File: config.mk
export PLATFORM = sky130hd
export DESIGN_NAME = utf8_sanitize_filter_core
export DESIGN_NICKNAME = d
export VERILOG_FILES = /design/src/hdl/utf8sf_pkg.sv /design/src/hdl/utf8_sanitize_filter_core.sv /design/src/hdl/utf8sf_scan.sv /design/src/hdl/utf8sf_emit.sv
export SDC_FILE = /design/constraint.sdc
export NUM_CORES = 1
export LEC_CHECK = 0
export BUFFER_PORTS_ARGS = -buffer_cell sky130_fd_sc_hd__buf_2
export CAP_MARGIN = 20
export CORE_AREA = 2 2 106 108
export DETAILED_ROUTE_END_ITERATION = 12
export DIE_AREA = 0 0 108 110
export HOLD_SLACK_MARGIN = 0.06
export MAX_ROUTING_LAYER = met4
export PLACE_DENSITY = 0.75
export REMOVE_ABC_BUFFERS = 1
export SLEW_MARGIN = 20
export SYNTH_ARGS = -nofsm -noshare
export SYNTH_HDL_FRONTEND = slang
export SYNTH_SLANG_ARGS = --single-unit
File: constraint.sdc
create_clock -name clk -period 14.8 [get_ports clk]
set_clock_uncertainty 0.2 [all_clocks]
set_input_delay 2.96 -clock clk [delete_from_list [all_inputs] [get_ports clk]]
set_output_delay 2.96 -clock clk [all_outputs]
set_load 0.01 [all_outputs]
File: src/hdl/utf8sf_pkg.sv
`timescale 1ns / 1ps
// Shared types, byte constants and a helper function for the UTF-8 sanitizing filter.
// Used by utf8sf_scan, utf8sf_emit and the top level; depends on nothing else.
package utf8sf_pkg;

  localparam int COUNT_WIDTH_DEF = 24;
  localparam int LEN_WIDTH       = 24;
  localparam int MAX_DATA        = 4;

  localparam logic [7:0] BYTE_NUL   = 8'h00;
  localparam logic [7:0] BYTE_TAB   = 8'h09;
  localparam logic [7:0] BYTE_LF    = 8'h0A;
  localparam logic [7:0] BYTE_CR    = 8'h0D;
  localparam logic [7:0] BYTE_SPACE = 8'h20;
  localparam logic [7:0] BYTE_DEL   = 8'h7F;
  localparam logic [7:0] LEAD2_LO   = 8'hC2;
  localparam logic [7:0] LEAD2_HI   = 8'hDF;
  localparam logic [7:0] LEAD_E0    = 8'hE0;
  localparam logic [7:0] LEAD_ED    = 8'hED;
  localparam logic [7:0] LEAD_F0    = 8'hF0;
  localparam logic [7:0] LEAD_F4    = 8'hF4;
  localparam logic [7:0] CONT_LO    = 8'h80;
  localparam logic [7:0] CONT_HI    = 8'hBF;
  localparam logic [7:0] E0_CONT_LO = 8'hA0;
  localparam logic [7:0] ED_CONT_HI = 8'h9F;
  localparam logic [7:0] F0_CONT_LO = 8'h90;
  localparam logic [7:0] F4_CONT_HI = 8'h8F;

  // One input's worth of results: released data bytes and an optional end marker.
  typedef struct packed {
    logic [MAX_DATA-1:0][7:0] data;
    logic [2:0]               n_data;
    logic                     end_mark;
  } batch_t;

  // Total length of the sequence that a byte opens; 1 when it is no lead byte.
  function automatic logic [2:0] seq_len(input logic [7:0] lead);
    logic [2:0] len;
    len = 3'd1;
    if (lead >= LEAD2_LO && lead <= LEAD2_HI) begin
      len = 3'd2;
    end else if (lead >= LEAD_E0 && lead < LEAD_F0) begin
      len = 3'd3;
    end else if (lead >= LEAD_F0 && lead <= LEAD_F4) begin
      len = 3'd4;
    end
    return len;
  endfunction

endpackage

File: src/hdl/utf8_sanitize_filter_core.sv
`timescale 1ns / 1ps
// Top level of the streaming UTF-8 sanitizing filter.
// Depends on utf8sf_pkg, utf8sf_scan and utf8sf_emit.

// One text byte is taken per transaction and decided once the result register
// is free; an input byte that releases 0 to 5 results (up to four bytes of a
// completed sequence plus the end marker on the last byte of a text) holds
// the result register until they are taken, one result per cycle while the
// result side does not stall; a byte that releases nothing, or one, then
// keeps the input side at one transaction per clock. The input register takes
// a new byte while the result register still waits, and the input stalls
// only when both are occupied. No clearing pass is needed after reset.
module utf8_sanitize_filter_core #(
  parameter int COUNT_WIDTH = utf8sf_pkg::COUNT_WIDTH_DEF
) (
  input  logic                             clk,
  input  logic                             rst,
  input  logic                             byte_valid,
  output logic                             byte_stall,
  input  logic [7:0]                       in_byte,
  input  logic                             text_end,
  output logic                             result_valid,
  input  logic                             result_stall,
  output logic [7:0]                       out_byte,
  output logic                             kind,
  output logic [utf8sf_pkg::LEN_WIDTH-1:0] written_length,
  output logic                             run_last
);

  logic                   emit_free;
  logic                   load;
  utf8sf_pkg::batch_t     batch;
  logic [COUNT_WIDTH-1:0] base;

  utf8sf_scan #(
    .COUNT_WIDTH(COUNT_WIDTH)
  ) u_scan (
    .clk       (clk),
    .rst       (rst),
    .byte_valid(byte_valid),
    .byte_stall(byte_stall),
    .in_byte   (in_byte),
    .text_end  (text_end),
    .emit_free (emit_free),
    .load      (load),
    .batch     (batch),
    .base      (base)
  );

  utf8sf_emit #(
    .COUNT_WIDTH(COUNT_WIDTH)
  ) u_emit (
    .clk           (clk),
    .rst           (rst),
    .load          (load),
    .batch         (batch),
    .base          (base),
    .emit_free     (emit_free),
    .result_valid  (result_valid),
    .result_stall  (result_stall),
    .out_byte      (out_byte),
    .kind          (kind),
    .written_length(written_length),
    .run_last      (run_last)
  );

endmodule

File: src/hdl/utf8sf_scan.sv
`timescale 1ns / 1ps
// Input register, sequence state and the per-byte decision of the UTF-8 filter.
// Depends on utf8sf_pkg; hands one batch of results to utf8sf_emit.
module utf8sf_scan #(
  parameter int COUNT_WIDTH = utf8sf_pkg::COUNT_WIDTH_DEF
) (
  input  logic                   clk,
  input  logic                   rst,
  input  logic                   byte_valid,
  output logic                   byte_stall,
  input  logic [7:0]             in_byte,
  input  logic                   text_end,
  input  logic                   emit_free,
  output logic                   load,
  output utf8sf_pkg::batch_t     batch,
  output logic [COUNT_WIDTH-1:0] base
);

  logic                   ireg_valid;
  logic [7:0]             ireg_byte;
  logic                   ireg_last;

  logic [7:0]             held [3];
  logic [1:0]             held_count;
  logic [1:0]             held_count_next;
  logic                   text_stopped;
  logic                   text_stopped_next;
  logic [COUNT_WIDTH-1:0] write_count;
  logic [COUNT_WIDTH-1:0] write_count_next;

  logic                   held_we;
  logic [1:0]             held_widx;
  logic [7:0]             lo;
  logic [7:0]             hi;
  logic                   cont_ok;
  logic [2:0]             need;
  logic [COUNT_WIDTH:0]   count_sum;

  assign load       = ireg_valid && emit_free;
  assign byte_stall = ireg_valid && !emit_free;
  assign base       = write_count;

  // Second-byte limits only apply right after the lead byte.
  always_comb begin
    lo = utf8sf_pkg::CONT_LO;
    hi = utf8sf_pkg::CONT_HI;
    if (held_count == 2'd1) begin
      case (held[0])
        utf8sf_pkg::LEAD_E0: lo = utf8sf_pkg::E0_CONT_LO;
        utf8sf_pkg::LEAD_ED: hi = utf8sf_pkg::ED_CONT_HI;
        utf8sf_pkg::LEAD_F0: lo = utf8sf_pkg::F0_CONT_LO;
        utf8sf_pkg::LEAD_F4: hi = utf8sf_pkg::F4_CONT_HI;
        default: ;
      endcase
    end
  end

  assign need    = utf8sf_pkg::seq_len(held[0]);
  assign cont_ok = (held_count != 2'd0) && (ireg_byte >= lo) && (ireg_byte <= hi);

  always_comb begin
    held_count_next   = held_count;
    text_stopped_next = text_stopped;
    held_we           = 1'b0;
    held_widx         = 2'd0;
    batch.data        = {utf8sf_pkg::MAX_DATA{ireg_byte}};
    batch.n_data      = 3'd0;
    batch.end_mark    = ireg_last;
    if (!text_stopped) begin
      if (cont_ok) begin
        if ({1'b0, held_count} + 3'd1 >= need) begin
          // Sequence complete: release held bytes followed by this one.
          for (int i = 0; i < 3; i++) begin
            if (2'(i) < held_count) begin
              batch.data[i] = held[i];
            end
          end
          batch.n_data    = {1'b0, held_count} + 3'd1;
          held_count_next = 2'd0;
        end else begin
          held_we         = 1'b1;
          held_widx       = held_count;
          held_count_next = held_count + 2'd1;
        end
      end else begin
        // Anything held is dropped and the byte is judged as a start byte.
        held_count_next = 2'd0;
        if (ireg_byte == utf8sf_pkg::BYTE_NUL) begin
          text_stopped_next = 1'b1;
        end else if (ireg_byte < utf8sf_pkg::BYTE_SPACE) begin
          if (ireg_byte == utf8sf_pkg::BYTE_TAB || ireg_byte == utf8sf_pkg::BYTE_LF ||
              ireg_byte == utf8sf_pkg::BYTE_CR) begin
            batch.n_data = 3'd1;
          end
        end else if (ireg_byte <= utf8sf_pkg::BYTE_DEL) begin
          batch.n_data = 3'd1;
        end else if (utf8sf_pkg::seq_len(ireg_byte) != 3'd1) begin
          held_we         = 1'b1;
          held_widx       = 2'd0;
          held_count_next = 2'd1;
        end
      end
    end
    if (ireg_last) begin
      held_count_next   = 2'd0;
      text_stopped_next = 1'b0;
    end
  end

  assign count_sum = {1'b0, write_count} + (COUNT_WIDTH + 1)'(batch.n_data);

  always_comb begin
    if (ireg_last) begin
      write_count_next = '0;
    end else if (count_sum[COUNT_WIDTH]) begin
      write_count_next = '1;
    end else begin
      write_count_next = count_sum[COUNT_WIDTH-1:0];
    end
  end

  always_ff @(posedge clk) begin
    if (rst) begin
      ireg_valid   <= 1'b0;
      held_count   <= 2'd0;
      text_stopped <= 1'b0;
      write_count  <= '0;
    end else begin
      if (byte_valid && !byte_stall) begin
        ireg_valid <= 1'b1;
      end else if (load) begin
        ireg_valid <= 1'b0;
      end
      if (load) begin
        held_count   <= held_count_next;
        text_stopped <= text_stopped_next;
        write_count  <= write_count_next;
      end
    end
  end

  always_ff @(posedge clk) begin
    if (byte_valid && !byte_stall) begin
      ireg_byte <= in_byte;
      ireg_last <= text_end;
    end
    if (load && held_we) begin
      held[held_widx] <= ireg_byte;
    end
  end

endmodule

File: src/hdl/utf8sf_emit.sv
`timescale 1ns / 1ps
// Result register of the UTF-8 filter: holds one batch and presents its entries in order.
// Depends on utf8sf_pkg; fed by utf8sf_scan.
module utf8sf_emit #(
  parameter int COUNT_WIDTH = utf8sf_pkg::COUNT_WIDTH_DEF
) (
  input  logic                             clk,
  input  logic                             rst,
  input  logic                             load,
  input  utf8sf_pkg::batch_t               batch,
  input  logic [COUNT_WIDTH-1:0]           base,
  output logic                             emit_free,
  output logic                             result_valid,
  input  logic                             result_stall,
  output logic [7:0]                       out_byte,
  output logic                             kind,
  output logic [utf8sf_pkg::LEN_WIDTH-1:0] written_length,
  output logic                             run_last
);

  localparam int LW = utf8sf_pkg::LEN_WIDTH;

  logic                   bvalid;
  logic [2:0]             idx;
  utf8sf_pkg::batch_t     held_batch;
  logic [COUNT_WIDTH-1:0] held_base;

  logic [2:0]             n_total;
  logic [2:0]             step;
  logic [COUNT_WIDTH:0]   len_sum;
  logic [COUNT_WIDTH-1:0] len_sat;

  assign n_total      = held_batch.n_data + {2'b00, held_batch.end_mark};
  assign run_last     = (idx == n_total - 3'd1);
  assign result_valid = bvalid;
  assign emit_free    = !bvalid || (!result_stall && run_last);

  // The end marker always follows the data bytes of its batch.
  assign kind     = (idx == held_batch.n_data);
  assign out_byte = kind ? 8'h00 : held_batch.data[idx[1:0]];

  // A data entry shows the count including itself; the end marker shows the total.
  assign step    = kind ? held_batch.n_data : idx + 3'd1;
  assign len_sum = {1'b0, held_base} + (COUNT_WIDTH + 1)'(step);
  assign len_sat = len_sum[COUNT_WIDTH] ? '1 : len_sum[COUNT_WIDTH-1:0];

  generate
    if (COUNT_WIDTH > LW) begin : g_clamp
      assign written_length = (|len_sat[COUNT_WIDTH-1:LW]) ? '1 : len_sat[LW-1:0];
    end else begin : g_extend
      assign written_length = LW'(len_sat);
    end
  endgenerate

  always_ff @(posedge clk) begin
    if (rst) begin
      bvalid <= 1'b0;
      idx    <= 3'd0;
    end else if (load) begin
      bvalid <= (batch.n_data != 3'd0) || batch.end_mark;
      idx    <= 3'd0;
    end else if (bvalid && !result_stall) begin
      if (run_last) begin
        bvalid <= 1'b0;
      end
      idx <= idx + 3'd1;
    end
  end

  always_ff @(posedge clk) begin
    if (load) begin
      held_batch <= batch;
      held_base  <= base;
    end
  end

endmodule

# Word level (Yosys, flattened, before mapping)
# Memory sizes are Yosys's and may differ from the RTL's.
# Cells that the tools add are included.
[word_totals]
regBits = 101
ram_bits = 24
input_bits = 13
output_inout_bits = 36
word_cells = 149
mem_count = 1
[mem_list]
columns = ["memory", "depth", "word_bits", "rd", "rd_ports_with_merged_regs", "wr", "line", "rtl"]
rows = [
  ["u_scan.held", 3, 8, 3, 0, 1, "utf8sf_scan.sv:23", "logic [7:0] held [3];"],
]
[classes]
n_addsub = 7
order_cmp = 21
eq_ne = 12
mux = 62
reduce_logical = 31
[ops]
columns = ["cell", "count"]
rows = [
  ["24-bit two-way mux", 4],
  ["8-bit two-way mux", 7],
  ["27-bit two-way mux", 2],
  ["24-bit by 3-bit adder with 25-bit output", 2],
  ["8-bit greater-or-equal comparator, second input constant", 6],
  ["3-bit two-way mux", 15],
  ["8-bit == test, second input constant", 4],
  ["8-bit <= comparator, second input constant", 4],
  ["8-bit by 4-bit == test with 1-bit output, second input constant", 3],
  ["6-bit one-hot mux with 2 select lines", 2],
  ["1-bit two-way mux", 21],
  ["2-bit two-way mux", 10],
  ["8-bit binary-select mux with 2-bit select", 1],
  ["8-bit < comparator, second input constant", 2],
  ["1-bit logical AND", 14],
  ["8-bit greater-or-equal comparator", 1],
  ["8-bit by 7-bit <= comparator with 1-bit output, second input constant", 1],
  ["8-bit <= comparator", 1],
  ["8-bit logical NOT", 1],
  ["8-bit by 6-bit < comparator with 1-bit output, second input constant", 1],
  ["2-bit nonzero test", 4],
  ["3-bit == test", 2],
  ["1-bit logical NOT", 4],
  ["1-bit logical OR", 4],
  ["15 further kinds", 17],
]

# Longest topological paths before layout
# Gate-level depths: netlist (run 1).
[depth]
ltp_word = 20
mapped_depth = 19
mapped_depth_nobuf = 17

# By module
# Synthesis (run 1) repeated with hierarchy kept, for this count alone.
[unflattened]
cells_unflattened = 558
hier_area_um2 = 6419.9
[by_module_without_submodules]
columns = ["mod", "n_inst", "cells_per_inst", "area_per_inst_um2", "seq_area_each_um2"]
rows = [
  ["utf8sf_scan", 1, 327, 3338.2, 1551.5],
  ["utf8sf_emit", 1, 231, 3081.7, 1881.8],
]

# Least setup slack after synthesis (run 1)
# OpenSTA, ideal clock, no wires.
[synth_timing]
kind = "input to output"
from = "input result_stall"
to = "output byte_stall"
arrival_time_ps = 3422
required_time_ps = 11640
slack_ps = 8218
path_stages = 3
n_path_buf = 0
cell_sequence = "o31a_1 -> nand2_1 -> inv_1"
[synth_between]
elab_chain_cells = 5
[synth_lines]
columns = ["element", "line", "rtl"]
rows = [
  ["start, declared", "utf8_sanitize_filter_core.sv:23", "input logic result_stall,"],
  ["1-bit logical NOT", "utf8sf_emit.sv:36", "assign emit_free = !bvalid || (!result_stall && run_last);"],
  ["1-bit logical AND", "utf8sf_emit.sv:36", ""],
  ["1-bit logical OR", "utf8sf_emit.sv:36", ""],
  ["1-bit logical NOT", "utf8sf_scan.sv:40", "assign byte_stall = ireg_valid && !emit_free;"],
  ["1-bit logical AND", "utf8sf_scan.sv:40", ""],
  ["end, declared", "utf8_sanitize_filter_core.sv:19", "output logic byte_stall,"],
]
# No other way between the ends.

# Worst setup path after layout (run 1)
[layout_timing]
from = "register u_emit.idx[0]"
to = "output written_length[20] (netlist bit)"
[layout_between]
elab_chain_cells = 4
elab_cells_between_ends = 5
classes_between = "add/sub (2); eq/ne (1); mux (2)"
[layout_lines]
columns = ["element", "line", "rtl"]
rows = [
  ["start, declared", "utf8sf_emit.sv:24", "logic [2:0] idx;"],
  ["start signal, assigned", "utf8sf_emit.sv:66", "idx <= idx + 3'd1;"],
  ["3-bit by 1-bit adder with 3-bit output or 3-bit == test (tied branches)", "utf8sf_emit.sv:43, utf8sf_emit.sv:39", ""],
  ["3-bit two-way mux *", "utf8sf_emit.sv:43", "assign step = kind ? held_batch.n_data : idx + 3'd1;"],
  ["24-bit by 3-bit adder with 25-bit output *", "utf8sf_emit.sv:44", "assign len_sum = {1'b0, held_base} + (COUNT_WIDTH + 1)'(step);"],
  ["24-bit two-way mux *", "utf8sf_emit.sv:45", "assign len_sat = len_sum[COUNT_WIDTH] ? '1 : len_sum[COUNT_WIDTH-1:0];"],
  ["end, declared", "utf8_sanitize_filter_core.sv:26", "output logic [utf8sf_pkg::LEN_WIDTH-1:0] written_length,"],
]
# Mark *: on every way between the ends. The rest lies on a longest branch, timed or not.

==> flow_summary.toml, run 1 <==
[placed_design]
dp_hpwl_mm = 9.02
placed_area_mm2 = 0.00672
gp_congestion = 0.843
port_buffers = 48

[routing]
vias = 4646
ant_nets = 0
firstDrtPassIters = 5
avgRoutedWirePerCell_um = 18.2
routed_wirelength_mm = 13.7
drcViolationCount = 0
drt_iter0_drc = 466
drt-vias-per-instance = 6.18

[outcome]
status = "completed"

[power]
power_uw = 892
comb_power_share_pct = 6.0
pwr-share-seq_pct = 45.1
clockPowerShare_pct = 48.9
leakagePower_uw = 0.00272
power_switching_share_pct = 21.9
cellPowerDensity_mw_per_mm2 = 121
peakVddDrop_v = 0.0000668
switchingPower_uw = 195
intPower_uw = 697

[timing]
finalSetupTns_ns = 0
fin_crit_sh_pct = 49.5
max_freq_mhz = 137
setup_violations = 0
maxSlewViolCount = 0
final.min_clock_period_ns = 7.32
relSlewSlack_pct = 41.7
grt_setup_unrepaired = "no"
hold_viol = 0
worst_pin_slew_ns = 0.874

[yosys]
synthCells = 547
syn_avg_cell_area_um2 = 11.6
synth_cell_types = 65
yosys-top-cells-area = "edfxtp_1 (44%), dfxtp_1 (10%), mux2_2 (4.1%)"
syn_area_mm2 = 0.00634
synth_top_cell_by_area = "edfxtp_1"
synth_edf_count = 93
ys_async_sr_fraction_pct = 0
synth-seq-area-share_pct = 54.1
ys.flop_type = "edfxtp_1"
post-synth-top-area-fraction_pct = 44.0
ys_seq_elements = 125
yosysWarnings = 0

[layout]
diodes = 0
final_nets = 634
area_growth_pct = 15.9
fillers = 759
multiInputGateArea_mm2 = 0.00278
seqCellArea_mm2 = 0.00343
drive_gt1_share_pct = 20.8
stdcell_area_mm2 = 0.00735

[die]
dieWidth_um = 108
dieHeight_um = 110
start_util_pct = 59.3
dieArea_mm2 = 0.0119
fp-row-count = 38
io_pins = 49
core_area_mm2 = 0.0107

[clocking]
cts_tree = "yes"
ctsHoldBuffers = 0
postCtsSetupBuffers = 0
path_clk_slew_ns = 0.06
cts_resized = 0
cts_root_buf = "clkbuf_8"
clockBufferDepth = 2
h-tree-depth = 4
cts_buffers = 17
clkSinkCount = 125
clkLatencyLatePin_ns = 0.53

[worst_setup_path]
reg2reg_slack_ns = 8.70
r2r_start = "u_scan.held_count[1]$_SDFFE_PP0P_"
worstRegToRegCells = 17
startpoint = "u_emit.idx[0]$_SDFFE_PP0P_"
crit_path_end_kind = "output port"
start_kind = "flop"
crit_fanout = 13
r2r_end = "u_scan.base[19]$_SDFFE_PP0P_"
required_ns = 11.64
critPathKind = "flop to output port"
arrival_ns = 4.16
crit_end = "written_length[20]"

[global_route]
grt_max_degree = 73
grt_usage_pct = 25.1
grt.overflow.total = 0
antenna_found_initial = 0
grt_pass1_vias = 4312
grt_pass1_wl_mm = 21.8

[worst_hold_path]
hold_depth = 2
hold_path_class = "flop to flop"

[job]
maxCapViolCount = 0
worst min-delay path by stage:
stage,start,endpoint,slack (ns)
after floorplan,u_scan.base[20]$_SDFFE_PP0P_,u_emit.held_base[20]$_DFFE_PP_,0.23
after global placement,u_scan.base[0]$_SDFFE_PP0P_,u_scan.base[0]$_SDFFE_PP0P_,0.26
after detailed placement,u_scan.base[20]$_SDFFE_PP0P_,u_emit.held_base[20]$_DFFE_PP_,0.27
after CTS,u_scan.base[0]$_SDFFE_PP0P_,u_scan.base[0]$_SDFFE_PP0P_,0.28
after global routing,u_scan.base[0]$_SDFFE_PP0P_,u_scan.base[0]$_SDFFE_PP0P_,0.32
final,u_scan.base[0]$_SDFFE_PP0P_,u_scan.base[0]$_SDFFE_PP0P_,0.29
cells in the mapped netlist, types with 10 or more instances:
library cell	n
nand2_1	53
o21ai_0	30
a21oi_1	21
nand3_1	13
nor2b_1	11
xnor2_1	14
nor3_1	20
ha_1	20
inv_1	15
mux2_2	23
edfxtp_1	93
clkbuf_1	15
nand4_1	10
nor2_1	28
nand2b_1	11
dfxtp_1	32
critical path, cell delays in order, from the launching register on:
cell and delay (ns):
dfxtp_1 0.84, xor2_1 0.18, nor3_1 0.25, buf_4 0.24
o21ai_0 0.12, ha_1 0.36, a21oi_1 0.17, nor4bb_1 0.76
nand2b_1 0.25, nor3_1 0.24, a21oi_1 0.08, buf_2 0.14
kinds of logic (layout without fill, tap and decap cells):
kind of cell,count (synthesis),after routing,share of synthesized area [%]
xor gates and xnor gates,24,24,3.55
adders and majority gates,22,22,4.58
muxes,33,33,7.24
buffers and inverters,35,100,2.19
and+or+nand+nor,195,195,16.2
AOI/OAI and AO/OA,113,113,12.1
DFF,125,125,54.1
cell usage in the layout, fill, tap and decap left out, types with 10 or more instances in the layout:
cell	instances
edfxtp_1	93
nand2_1	53
buf_2	48
dfxtp_1	32
o21ai_0	30
nor2_1	28
mux2_2	23
a21oi_1	21
nor3_1	20
ha_1	20
clkbuf_16	16
inv_1	15
xnor2_1	14
nand3_1	13
nand2b_1	11
nor2b_1	11
nand4_1	10
per-layer routing:
metal	GRT usage [%]	share of wire, %	up-vias
li1	-	-	2189
met1	35.1	47	2259
met2	37.2	46	181
met3	5.29	6.1	17
met4	7.97	1.3	0
met5	-	0	-
final cells by class:
| type | instances | share of cell area (%) |
|---|---|---|
| Sequential cell | 125 | 46.7 |
| Multi-Input combinational cell | 387 | 37.8 |
| Clock buffer | 19 | 6.01 |
| Clock inverter | 13 | 2.54 |
| Inverter | 15 | 0.766 |
| Timing Repair Buffer | 53 | 3.78 |
| Tap cell | 140 | 2.38 |
sequential cells by signal, summed over array words and instances, names as in the netlist:
signal and cells:
u_scan.ireg_byte 8, u_emit.held_base 24, u_emit.result_valid 1, u_emit.idx 3
u_scan.ireg_last 1, u_scan.held_count 2, u_scan.held 24, u_scan.text_stopped 1
u_scan.base 24, u_scan.ireg_valid 1, u_emit.held_batch 36
power groups by stage:
stage | Combinational, µW | Clock [µW] | Sequential (µW)
CTS | 54.1 | 440 | 402
global route | 60.2 | 456 | 403
detailed placement | 53.4 | 0 | 409
finish | 53.9 | 436 | 402
global placement | 52.1 | 0 | 408
floorplan | 36.3 | 0 | 405
through the flow:
step                std cells  worst slack, ns  util [%]  hold WS [ns]
floorplan                 527             5.86         -         0.231
global placement          720             7.95      62.8         0.256
detailed placement        720             7.94      62.8         0.272
CTS                       752             7.45      68.7         0.283
global route              752             7.06      68.7         0.316
finish                    752             7.48      68.7         0.288
Power figures use the tool's default switching activity.
==> inputs of run 2 (changes only) <==
==> constraint.sdc (replaced) <==
create_clock -name clk -period 7.3 [get_ports clk]
set_clock_uncertainty 0.2 [all_clocks]
set_input_delay 1.46 -clock clk [delete_from_list [all_inputs] [get_ports clk]]
set_output_delay 1.46 -clock clk [all_outputs]
set_load 0.01 [all_outputs]
==> flow_summary.toml, run 2 (synthesis gave the netlist of run 1 again) <==
[clocking]
cts_resized = 0
clockBufferDepth = 2
cts_buffers = 17
ctsHoldBuffers = 0
cts_root_buf = "clkbuf_8"
postCtsSetupBuffers = 0
path_clk_slew_ns = 0.06
clkSinkCount = 125
h-tree-depth = 4
cts_tree = "yes"
clkLatencyLatePin_ns = 0.53

[layout]
top_register = "u_emit.held_batch"
final_common_cell = "edfxtp_1"
final_core_util_pct = 68.1
final_nets = 634
diodes = 0
multiInputGateArea_mm2 = 0.00278
largest_reg_flops = 36
fillers = 769
stdcell_area_mm2 = 0.00729
layout.cells.non_filler = 752
area_growth_pct = 14.9
final_cell_mix = "edfxtp_1 (93), nand2_1 (53), buf_2 (48), dfxtp_1 (32), o21ai_0 (30)"
seqCellArea_mm2 = 0.00343
drive_gt1_share_pct = 20.9

[timing]
relSlewSlack_pct = 37.7
hold_viol = 0
grt_setup_unrepaired = "no"
worst_pin_slew_ns = 0.931
max_freq_mhz = 168
setup_violations = 0
fin_crit_sh_pct = 81.3
maxSlewViolCount = 0
finalSetupTns_ns = 0
final.min_clock_period_ns = 5.94
hold_slack_ns = 0.276

[worst_setup_path]
required_ns = 5.64
start_kind = "flop"
crit_fanout = 13
arrival_ns = 4.28
crit_path_end_kind = "output port"
critPathKind = "flop to output port"

[global_route]
grt_usage_pct = 25.2
grt_pass1_vias = 4355
grt_max_degree = 73
grt_pass1_wl_mm = 21.9
antenna_found_initial = 0
grt.overflow.total = 0

[routing]
drt-vias-per-instance = 6.18
ant_nets = 0
vias = 4650
drcViolationCount = 0
routed_wirelength_mm = 13.7
drt_iter0_drc = 586
avgRoutedWirePerCell_um = 18.2
firstDrtPassIters = 5

[worst_hold_path]
hold_path_class = "flop to flop"

[power]
clockPowerShare_pct = 46.4
peakVddDrop_v = 0.000141
intPower_uw = 1320
pwr-share-seq_pct = 47.3
power_switching_share_pct = 23.1
switchingPower_uw = 398
comb_power_share_pct = 6.3
leakagePower_uw = 0.00269
cellPowerDensity_mw_per_mm2 = 236

[die]
dieWidth_um = 108
io_pins = 49
dieHeight_um = 110
start_util_pct = 59.3
fp-row-count = 38
dieArea_mm2 = 0.0119
core_area_mm2 = 0.0107

[outcome]
status = "completed"

[placed_design]
port_buffers = 48
gp_congestion = 0.911
placed_area_mm2 = 0.00672
dp_hpwl_mm = 9.29
placedCellCount = 720

[job]
maxCapViolCount = 0
==> run 2: worst max-delay path: stages (launching register included) <==
cell and delay (ns):
dfxtp_1 0.85, xor2_1 0.14, nor3_1 0.19, buf_4 0.23, mux2_2 0.38, ha_1 0.30
a21o_1 0.18, a21oi_1 0.61, nor3_1 0.25, nand3_1 0.16, mux2_2 0.34, buf_2 0.14
==> run 2: stage by stage <==
step	total power, µW	worst slack [ns]
finish	1720	1.36
global route	1770	0.997
CTS	1730	1.29
detailed placement	937	1.46
global placement	933	1.66
floorplan	896	-0.144
==> run 2: final cells by class <==
| cell class | instances | area share, % |
|---|---|---|
| Inverter | 15 | 0.773 |
| Sequential cell | 125 | 47.1 |
| Clock inverter | 14 | 2.03 |
| Multi-Input combinational cell | 387 | 38.1 |
| Tap cell | 140 | 2.40 |
| Timing Repair Buffer | 53 | 3.81 |
| Clock buffer | 18 | 5.73 |
==> run 2: power groups by stage <==
stage	clock network (µW)	logic (µW)	registers (µW)
floorplan	0	73.6	822
global placement	0	106	826
detailed placement	0	109	828
CTS	807	110	814
global route	831	122	817
finish	799	109	814
==> run 2: path summary, 6_finish.rpt <==
| path | start | to | slack [ns] | cells after the start |
|---|---|---|---|---|
| min reg2reg | u_scan.base[0]$_SDFFE_PP0P_ | u_scan.base[0]$_SDFFE_PP0P_ | 0.28 | 2 |
| min | u_scan.base[0]$_SDFFE_PP0P_ | u_scan.base[0]$_SDFFE_PP0P_ | 0.28 | 2 |
| max | u_emit.idx[0]$_SDFFE_PP0P_ | written_length[23] | 1.36 | 11 |
| max reg2reg | u_scan.held_count[1]$_SDFFE_PP0P_ | u_scan.base[5]$_SDFFE_PP0P_ | 1.37 | 18 |
==> run 2: layer usage <==
layer	part of all wire, %	global-route usage (%)	vias up
met5	0	-	-
met4	1.1	8.24	0
met3	7.4	4.76	15
met2	46	37.4	202
met1	46	35.6	2230
li1	-	-	2203
